==> src/rtl/gauss_jordan_solver_macros.svh <==
// ----------------------------------------------------------------------------
// gauss_jordan_solver_macros
// Assertion helpers used by the solver top level.
// ----------------------------------------------------------------------------
`ifndef GAUSS_JORDAN_SOLVER_MACROS_SVH
`define GAUSS_JORDAN_SOLVER_MACROS_SVH

// same-cycle implication
`define GJS_ASSERT_NOW(label, ante, cons) \
    label: assert property (@(posedge clk) disable iff (!rst_n) (ante) |-> (cons)) \
        else $error("assertion failed");

// next-cycle implication
`define GJS_ASSERT_NEXT(label, ante, cons) \
    label: assert property (@(posedge clk) disable iff (!rst_n) (ante) |=> (cons)) \
        else $error("assertion failed");

`endif

==> src/rtl/gjs_pkg.sv <==
// ----------------------------------------------------------------------------
// gjs_pkg
// Types and constants of the Gauss-Jordan solver.
// ----------------------------------------------------------------------------
`default_nettype none

package gjs_pkg;

    localparam int MAX_ORDER = 16;
    localparam int FRAC_BITS = 16;
    localparam int IDX_W     = 4;                  // row / column index of the stores
    localparam int N_W       = 5;                  // order and augmented column index
    localparam int DATA_W    = 32;
    localparam int NUM_W     = 2 * FRAC_BITS + 2;  // reciprocal dividend width

    typedef enum logic [1:0] {
        ACT_WR_MATRIX = 2'd0,
        ACT_WR_RHS    = 2'd1,
        ACT_SOLVE     = 2'd2,
        ACT_NONE      = 2'd3
    } gjs_action_t;

    typedef enum logic [1:0] {
        ST_OK         = 2'd0,
        ST_ZERO_PIVOT = 2'd1,
        ST_OVERFLOW   = 2'd2,
        ST_RSVD       = 2'd3
    } gjs_status_t;

    typedef struct packed {
        logic [1:0]              action;
        logic [IDX_W-1:0]        row;
        logic [IDX_W-1:0]        col;
        logic signed [DATA_W-1:0] entry_value;
    } gjs_item_t;

    typedef struct packed {
        logic [IDX_W-1:0]        solution_index;
        logic signed [DATA_W-1:0] solution_value;
        logic                    last;
        logic [1:0]              status;
    } gjs_result_t;

    typedef struct packed {
        logic [IDX_W-1:0] a_row;
        logic [N_W-1:0]   a_col;
        logic [IDX_W-1:0] b_row;
        logic             clr_ovf;
        logic             cp_wr;
        logic             cp_rhs;
        logic             div_start;
        logic             ld_coef;
        logic             mul_en;
        logic             mul_scale;
        logic             rnd_en;
        logic             wr_en;
        logic             wr_sub;
        logic             emit;
        logic             emit_err;
        logic             last;
    } gjs_cmd_t;

    typedef struct packed {
        logic piv_zero;
        logic div_done;
    } gjs_sts_t;

endpackage

`default_nettype wire

==> src/rtl/gjs_ctrl.sv <==
// ----------------------------------------------------------------------------
// gjs_ctrl
// Solver sequencer: copy, pivot, scale, eliminate, and emit loops.
// ----------------------------------------------------------------------------
`default_nettype none

module gjs_ctrl (
    input  wire logic                  clk,
    input  wire logic                  rst_n,
    input  wire logic                  solve_go,
    input  wire logic [gjs_pkg::N_W-1:0] n,
    input  wire gjs_pkg::gjs_sts_t     sts,
    output gjs_pkg::gjs_cmd_t          cmd,
    output logic                       busy
);
    import gjs_pkg::*;

    typedef enum logic [4:0] {
        S_IDLE, S_CP_RD, S_CP_WR, S_PV_RD, S_PV_CHK, S_DIV,
        S_SC_RD, S_SC_MUL, S_SC_RND, S_SC_WR,
        S_EL_SEL, S_EL_CRD, S_EL_CLD, S_EL_RD, S_EL_MUL, S_EL_RND, S_EL_WR,
        S_OUT_RD, S_OUT_EMIT, S_ERR
    } state_t;

    state_t           state_reg;
    logic [IDX_W-1:0] fd_reg, i_reg;
    logic [N_W-1:0]   k_reg;
    logic [N_W-1:0]   n_m1;
    logic             i_end, fd_end, k_end;

    assign n_m1   = n - N_W'(1);
    assign i_end  = {1'b0, i_reg} == n_m1;
    assign fd_end = {1'b0, fd_reg} == n_m1;
    assign k_end  = k_reg == n;

    always_ff @(posedge clk or negedge rst_n)
    begin
        if (!rst_n)
        begin
            state_reg <= S_IDLE;
            fd_reg    <= '0;
            i_reg     <= '0;
            k_reg     <= '0;
        end
        else
        begin
            case (state_reg)
                S_IDLE:
                begin
                    if (solve_go)
                    begin
                        i_reg     <= '0;
                        k_reg     <= '0;
                        state_reg <= S_CP_RD;
                    end
                end
                S_CP_RD:  state_reg <= S_CP_WR;
                S_CP_WR:
                begin
                    if (k_end)
                    begin
                        k_reg <= '0;
                        if (i_end)
                        begin
                            fd_reg    <= '0;
                            state_reg <= S_PV_RD;
                        end
                        else
                        begin
                            i_reg     <= i_reg + IDX_W'(1);
                            state_reg <= S_CP_RD;
                        end
                    end
                    else
                    begin
                        k_reg     <= k_reg + N_W'(1);
                        state_reg <= S_CP_RD;
                    end
                end
                S_PV_RD:  state_reg <= S_PV_CHK;
                S_PV_CHK: state_reg <= sts.piv_zero ? S_ERR : S_DIV;
                S_DIV:
                begin
                    if (sts.div_done)
                    begin
                        k_reg     <= '0;
                        state_reg <= S_SC_RD;
                    end
                end
                S_SC_RD:  state_reg <= S_SC_MUL;
                S_SC_MUL: state_reg <= S_SC_RND;
                S_SC_RND: state_reg <= S_SC_WR;
                S_SC_WR:
                begin
                    if (k_end)
                    begin
                        i_reg     <= '0;
                        state_reg <= S_EL_SEL;
                    end
                    else
                    begin
                        k_reg     <= k_reg + N_W'(1);
                        state_reg <= S_SC_RD;
                    end
                end
                S_EL_SEL:
                begin
                    if (i_reg != fd_reg)
                        state_reg <= S_EL_CRD;
                    else if (!i_end)
                        i_reg <= i_reg + IDX_W'(1);
                    else if (fd_end)
                    begin
                        i_reg     <= '0;
                        state_reg <= S_OUT_RD;
                    end
                    else
                    begin
                        fd_reg    <= fd_reg + IDX_W'(1);
                        state_reg <= S_PV_RD;
                    end
                end
                S_EL_CRD: state_reg <= S_EL_CLD;
                S_EL_CLD:
                begin
                    k_reg     <= '0;
                    state_reg <= S_EL_RD;
                end
                S_EL_RD:  state_reg <= S_EL_MUL;
                S_EL_MUL: state_reg <= S_EL_RND;
                S_EL_RND: state_reg <= S_EL_WR;
                S_EL_WR:
                begin
                    if (!k_end)
                    begin
                        k_reg     <= k_reg + N_W'(1);
                        state_reg <= S_EL_RD;
                    end
                    else if (!i_end)
                    begin
                        i_reg     <= i_reg + IDX_W'(1);
                        state_reg <= S_EL_SEL;
                    end
                    else if (fd_end)
                    begin
                        i_reg     <= '0;
                        state_reg <= S_OUT_RD;
                    end
                    else
                    begin
                        fd_reg    <= fd_reg + IDX_W'(1);
                        state_reg <= S_PV_RD;
                    end
                end
                S_OUT_RD: state_reg <= S_OUT_EMIT;
                S_OUT_EMIT:
                begin
                    if (i_end)
                        state_reg <= S_IDLE;
                    else
                    begin
                        i_reg     <= i_reg + IDX_W'(1);
                        state_reg <= S_OUT_RD;
                    end
                end
                S_ERR:    state_reg <= S_IDLE;
                default:  state_reg <= S_IDLE;
            endcase
        end
    end

    always_comb
    begin
        cmd       = '0;
        cmd.a_row = i_reg;
        cmd.a_col = k_reg;
        cmd.b_row = fd_reg;
        case (state_reg)
            S_IDLE:   cmd.clr_ovf = 1'b1;
            S_CP_WR:
            begin
                cmd.cp_wr  = 1'b1;
                cmd.cp_rhs = k_end;
            end
            S_PV_RD, S_PV_CHK:
            begin
                cmd.a_row     = fd_reg;
                cmd.a_col     = {1'b0, fd_reg};
                cmd.div_start = (state_reg == S_PV_CHK) && !sts.piv_zero;
            end
            S_SC_RD, S_SC_RND: cmd.a_row = fd_reg;
            S_SC_MUL:
            begin
                cmd.a_row     = fd_reg;
                cmd.mul_en    = 1'b1;
                cmd.mul_scale = 1'b1;
            end
            S_SC_WR:
            begin
                cmd.a_row  = fd_reg;
                cmd.wr_en  = 1'b1;
            end
            S_EL_CRD, S_EL_CLD:
            begin
                cmd.a_col   = {1'b0, fd_reg};
                cmd.ld_coef = state_reg == S_EL_CLD;
            end
            S_EL_MUL: cmd.mul_en = 1'b1;
            S_EL_WR:
            begin
                cmd.wr_en  = 1'b1;
                cmd.wr_sub = 1'b1;
            end
            S_OUT_RD: cmd.a_col = n;
            S_OUT_EMIT:
            begin
                cmd.a_col = n;
                cmd.emit  = 1'b1;
                cmd.last  = i_end;
            end
            S_ERR:
            begin
                cmd.emit     = 1'b1;
                cmd.emit_err = 1'b1;
                cmd.last     = 1'b1;
            end
            default: ;
        endcase
        // rounding stage of either loop
        if (state_reg == S_SC_RND || state_reg == S_EL_RND)
            cmd.rnd_en = 1'b1;
    end

    assign busy = state_reg != S_IDLE;

endmodule

`default_nettype wire

==> config.mk <==
export PLATFORM = sky130hd
export DESIGN_NAME = gjs_ctrl
export DESIGN_NICKNAME = d
export VERILOG_FILES = /design/src/rtl/gauss_jordan_solver_macros.svh /design/src/rtl/gjs_pkg.sv /design/src/rtl/gjs_ctrl.sv
export SDC_FILE = /design/constraint.sdc
export NUM_CORES = 1
export LEC_CHECK = 0
export BUFFER_PORTS_ARGS = -buffer_cell sky130_fd_sc_hd__buf_2
export CAP_MARGIN = 20
export CORE_MARGIN = 2
export CORE_UTILIZATION = 35
export CTS_BUF_LIST = sky130_fd_sc_hd__clkbuf_16
export DETAILED_ROUTE_END_ITERATION = 6
export PLACE_DENSITY = 0.58
export SLEW_MARGIN = 10
export SYNTH_ARGS = -nofsm -noshare
export SYNTH_HDL_FRONTEND = slang
export SYNTH_SLANG_ARGS = --single-unit
export TNS_END_PERCENT = 10
==> constraint.sdc <==
create_clock -name clk -period 3.2 [get_ports clk]
set_clock_uncertainty 0.2 [all_clocks]
set_input_delay 0.32 -clock clk [delete_from_list [all_inputs] [get_ports clk]]
set_output_delay 0.32 -clock clk [all_outputs]
set_load 0.005 [all_outputs]
==> results.sh, run 1 <==
export IMPL_status="finished, final reports clean"
export IMPL_die_x_um=79.84
export IMPL_antenna_found_initial=0
export IMPL_finalHoldWorstSlack_ns=0.2867
export IMPL_hp_start="sts[0]"
export IMPL_antenna_left=0
export IMPL_r2r_end="fd_reg[3]"
export IMPL_path_cells="nor2b_1 -> a21oi_1 -> nor2_1 -> nor3_1 -> a221o_1 -> buf_2"
export IMPL_final_cell_mix="36 x buf_2, 24 x nand2_1, 18 x nor2_1, 18 x dfrtp_1"
export IMPL_synth_area_leaders="dfrtp_1 22%, xnor2_1 6.1%, nand2_1 4.5%"
export IMPL_final_setup_tns_ns=0
export IMPL_rr_worst_depth=6
export IMPL_fmax_mhz=368.9
export IMPL_clk_latency_ns=0.26
export IMPL_place_inst=351
export IMPL_holdPathStages=3
export IMPL_setup_violations=0
export IMPL_cts_tree="built"
export IMPL_cts_buffer_depth=2
export IMPL_via_per_inst=5.607
export IMPL_cap_violations=0
export IMPL_layout_commonest_cell="buf_2"
export IMPL_coreArea_um2=5540
export IMPL_ioPinCount=37
export IMPL_reg2reg_from="state_reg[4]"
export IMPL_synthCells=260
export IMPL_r2r_setup_slack_ns=0.56
export IMPL_hold_end="state_reg[0]"
export IMPL_worstPathArrival_ns=2.19
export IMPL_cts_sinks=18
export IMPL_htreeDepth=1
export IMPL_ys_ff_latch=18
export IMPL_slowest_delay_ns=0.57
export IMPL_fill_cells=585
export IMPL_ys_warn_count=0
export IMPL_numPortBuffers=36
export IMPL_die_area_um2=6374
export IMPL_cts_root_buf="clkbuf_16"
export IMPL_clk_pin_slew_ns=0.06
export IMPL_cpMaxStageDelayCell="dfrtp_1"
export IMPL_post_cts_setup_buffer_count=0
export IMPL_hpwl_mm=4.127
export IMPL_fin_cells=356
export IMPL_synth_seq_area_share_pct=22.37
export IMPL_synth_edf_count=0
export IMPL_drt_total_wl_mm=5.496
export IMPL_ir_drop_uv=284.0
export IMPL_drive_gt1_share_pct=20.07
export IMPL_crit_type="register to output pin"
export IMPL_areaGrowthSynthToFinish_pct=14.17
export IMPL_slew_headroom_pct=58.17
export IMPL_synth_top_area_share_pct=22.37
export IMPL_vias=1996
export IMPL_async_flop_share_pct=100.0
export IMPL_drt_first_pass_iters=4
export IMPL_rsz0062_at_grt="false"
export IMPL_path_max_fanout=19
export IMPL_start_kind="register"
export IMPL_syn_cell_area_um2=2013
export IMPL_yosysTopAreaCell="dfrtp_1"
export IMPL_start_util_pct=36.34
export IMPL_syn_num_nets=274
export IMPL_hold_class="input pin to register"
export IMPL_ys_flop_type="dfrtp_1"
export IMPL_die_h_um=79.84
export IMPL_grt_pass1_wl_mm=9.045
export IMPL_finalMaxSlewViolations=0
export IMPL_overflow=0
export IMPL_end_kind="output pin"
export IMPL_layout_nets=299
export IMPL_p_total_uw=1676
export IMPL_grt_start_max_net_pins=20
export IMPL_grt_pass1_vias=1815
export IMPL_numCtsBuffers=3
export IMPL_wl_per_cell_um=15.44
export IMPL_gp_congestion=0.8703
export IMPL_antenna_cells=0
export IMPL_fin_util_pct=41.49
export IMPL_p_per_area_nw_per_um2=729.0
export IMPL_p_leak_uw=0.001055
export IMPL_worstMarginPinSlew_ns=0.6208
export IMPL_finalHoldViolations=0
export IMPL_drt_iter0_drc=142
export IMPL_required_ns=2.68
export IMPL_track_usage_pct=17.79
export IMPL_finalCritPeriodShare_pct=84.70
export IMPL_synth_cell_types=64
export IMPL_num_rows=27
export IMPL_drc=0
export IMPL_min_period_ns=2.711
export IMPL_synth_area_per_cell_um2=7.743
==> stage by stage <==
step           area, µm²  worst slack, ns
3_3_place_gp        2210           0.5316
5_1_grt             2298           0.3294
3_5_place_dp        2210           0.4650
4_1_cts             2298           0.5124
6_report            2298           0.4895
2_1_floorplan       2013           0.6571
==> synth_stat cells, drive strengths merged, types with 2 or more instances <==
master   number
nand2        24
dfrtp        18
nor2         18
o21ai        17
nor3         15
xnor2        14
buf          13
inv          13
nand3        12
a21oi        11
clkbuf        9
and3          5
mux2          5
nand2b        5
or2           5
a21o          4
ha            4
nand3b        4
nor3b         4
o22ai         4
xor2          4
a221o         3
nor4          3
o31ai         3
or4           3
a211o         2
a211oi        2
a221oi        2
a22oi         2
a31o          2
mux2i         2
nor2b         2
o2111ai       2
o21ba         2
o221ai        2
or3           2
xnor3         2
==> power by group <==
part	internal (µW)	switching, µW
logic	433	559
clock network	167	105
registers	272	139
total	872	803
==> layout make-up <==
| cell class | count | area (µm²) | area share [%] |
|---|---|---|---|
| well taps | 72 | 90.09 | 3.919 |
| clock inverters | 1 | 3.754 | 0.1633 |
| multi-input cells | 207 | 1403 | 61.02 |
| clock buffers | 3 | 75.07 | 3.266 |
| repair buffers | 42 | 227.7 | 9.907 |
| inverters | 13 | 48.80 | 2.123 |
| flip-flops and latches | 18 | 450.4 | 19.60 |
==> metal layers <==
layer,GRT usage (%),up-vias,share of wire (%)
met5,0,-,0
li1,-,994,-
met4,3.559,0,0.44
met1,25.24,935,48
met2,28.74,65,45
met3,2.602,2,5.8
==> repair_timing <==
item	4_1_cts	5_1_grt
endpoints found under the hold margin	18	0
hold buffers	1	0
resized for setup	0	0
==> logic make-up after synthesis <==
family / after synthesis / share of synthesized area [%]
xor gates and xnor gates: 20 / 10.07
buffers and inverters: 35 / 7.956
and+or+nand+nor: 109 / 28.59
DFF: 18 / 22.37
adders and majority gates: 4 / 2.486
muxes: 7 / 3.791
AOI/OAI and AO/OA: 67 / 24.74
==> how the worst max path moves through the flow <==
stage | startpoint | end
after global routing | state_reg[2] | cmd[17]
after detailed placement | n[0] | fd_reg[3]
after global placement | n[0] | fd_reg[3]
after floorplan | n[0] | fd_reg[3]
after CTS | state_reg[2] | cmd[17]
final | state_reg[2] | cmd[19]
==> worst max-delay path, delay by kind of cell (launching register included) <==
family	cells	cell delay, ns
AOI/OAI and AO/OA	2	0.40
buffers and inverters	1	0.13
DFF	1	0.57
and+or+nand+nor	3	0.83
(Power assumes the default switching activity.)
==> run 2, diff against run 1 <==
PLACE_DENSITY = 0.6   (was 0.58)
clock period = 2.18 ns   (was 3.2 ns; I/O delays follow)
==> run 2 against run 1 <==
Net effect:
- combinational power rose to 2.5 times the previous value
- clock power up 42%
- via count up 13%
- sequential cell count unchanged
- non-clock buffer count up 74
- global-route usage up 2.8 points
- critical path depth up 1
- utilization up 15 points
- the run now ends with negative setup slack left
- critical path type unchanged
==> results.sh, run 2 (synthesis results as in run 1) <==
export IMPL_coreArea_um2=5540
export IMPL_htreeDepth=1
export IMPL_worstPathArrival_ns=1.85
export IMPL_grt_pass1_vias=2223
export IMPL_drt_first_pass_iters=4
export IMPL_grt_start_max_net_pins=19
export IMPL_grt_pass1_wl_mm=10.63
export IMPL_place_area_um2=2724
export IMPL_numPortBuffers=36
export IMPL_start_util_pct=36.34
export IMPL_hpwl_mm=4.760
export IMPL_setup_ws_ns=-0.08797
export IMPL_layout_commonest_cell="buf_4"
export IMPL_rsz0062_at_grt="true"
export IMPL_hold_class="input pin to async pin"
export IMPL_layout_nets=373
export IMPL_clk_latency_ns=0.25
export IMPL_violations="negative setup slack"
export IMPL_overflow=0
export IMPL_end_kind="output pin"
export IMPL_cts_sinks=18
export IMPL_p_leak_uw=0.001468
export IMPL_die_x_um=79.84
export IMPL_die_h_um=79.84
export IMPL_areaGrowthSynthToFinish_pct=54.13
export IMPL_p_per_area_nw_per_um2=1106
export IMPL_start_kind="register"
export IMPL_finalHoldViolations=0
export IMPL_crit_type="register to output pin"
export IMPL_gp_congestion=0.8864
export IMPL_drt_total_wl_mm=6.436
export IMPL_setup_violations=14
export IMPL_path_max_fanout=8
export IMPL_worstMarginPinSlew_ns=0.4678
export IMPL_fmax_mhz=440.9
export IMPL_finalCritPeriodShare_pct=104.0
export IMPL_required_ns=1.76
export IMPL_antenna_cells=0
export IMPL_final_cell_mix="71 x buf_4, 36 x buf_2, 24 x nand2_1"
export IMPL_cts_root_buf="clkbuf_16"
export IMPL_fin_cells=430
export IMPL_vias=2262
export IMPL_via_per_inst=5.260
export IMPL_ioPinCount=37
export IMPL_antenna_left=0
export IMPL_track_usage_pct=20.60
export IMPL_cap_violations=0
export IMPL_status="complete, but fails checks"
export IMPL_place_inst=416
export IMPL_cts_buffer_depth=2
export IMPL_clk_pin_slew_ns=0.06
export IMPL_p_total_uw=3431
export IMPL_min_period_ns=2.268
export IMPL_antenna_found_initial=0
export IMPL_final_cell_area_um2=3103
export IMPL_num_rows=27
export IMPL_finalMaxSlewViolations=0
export IMPL_drt_iter0_drc=83
export IMPL_drc=0
export IMPL_die_area_um2=6374
export IMPL_cts_tree="built"
export IMPL_wl_per_cell_um=14.97
export IMPL_ir_drop_uv=524.1
export IMPL_drive_gt1_share_pct=46.93
export IMPL_numCtsBuffers=3
export IMPL_slew_headroom_pct=68.81
==> run 2: timing repair <==
action,4_1_cts,5_1_grt
resized for setup,25,32
setup buffers,7,2
pin swaps,7,7
hold buffers,1,0
setup endpoints to repair,23,25
endpoints found under the hold margin,18,0
==> run 2: final timing paths <==
check	slack, ns	from	cells after the start	to
max	-0.09	state_reg[0]	7	cmd[17]
min	0.25	rst_n	2	k_reg[1]
max reg2reg	-0.08	state_reg[2]	8	k_reg[3]
min reg2reg	0.46	i_reg[3]	1	i_reg[3]
max in group asynchronous	1.17	rst_n	2	state_reg[4]
min in group clk	0.29	sts[1]	5	state_reg[2]
==> run 2: worst max-delay path, cell delays in order (launching register included) <==
cell and delay [ns]:
dfrtp_2 0.47, buf_4 0.16, nand2b_1 0.20, a21oi_2 0.19, buf_6 0.15, nor3_1 0.05
a221o_1 0.26, buf_2 0.13
==> run 2: stage by stage <==
stage	setup WS [ns]	TNS (ns)	hold slack (ns)	util, %
after floorplan	-0.08298	-0.1823	-0.2776	-
after CTS	-0.1097	-0.7008	0.2595	53.23
after detailed placement	-0.2038	-2.050	-0.001827	49.16
after global routing	-0.1731	-2.412	0.3044	56.01
final	-0.08797	-0.7925	0.2526	56.01
after global placement	-0.2435	-2.057	-0.008783	49.16
==> run 2: area by class of cell <==
| class | count | area [µm²] |
|---|---|---|
| clock inverter | 1 | 3.754 |
| fill | 524 | 2437 |
| tap | 72 | 90.09 |
| clock buffer | 3 | 75.07 |
| timing repair buffer | 116 | 813.3 |
| sequential | 18 | 456.7 |
| multi-input combinational | 207 | 1615 |
| inverter | 13 | 48.80 |
==> run 2: layer usage <==
layer / track usage, % / up-vias / share of wire (%)
met4: 4.407 / 0 / 1.0
li1: - / 1139 / -
met1: 27.47 / 1069 / 47
met2: 36.64 / 48 / 48
met3: 1.131 / 6 / 3.4
met5: 0 / - / 0
==> run 2: power by group <==
group	internal [µW]	switching, µW	leakage (µW)	total [µW]
Sequential	409	145	0.000234	554
Combinational	1310	1190	0.00120	2490
Clock	244	141	0.0000385	385
Total	1960	1470	0.00147	3430
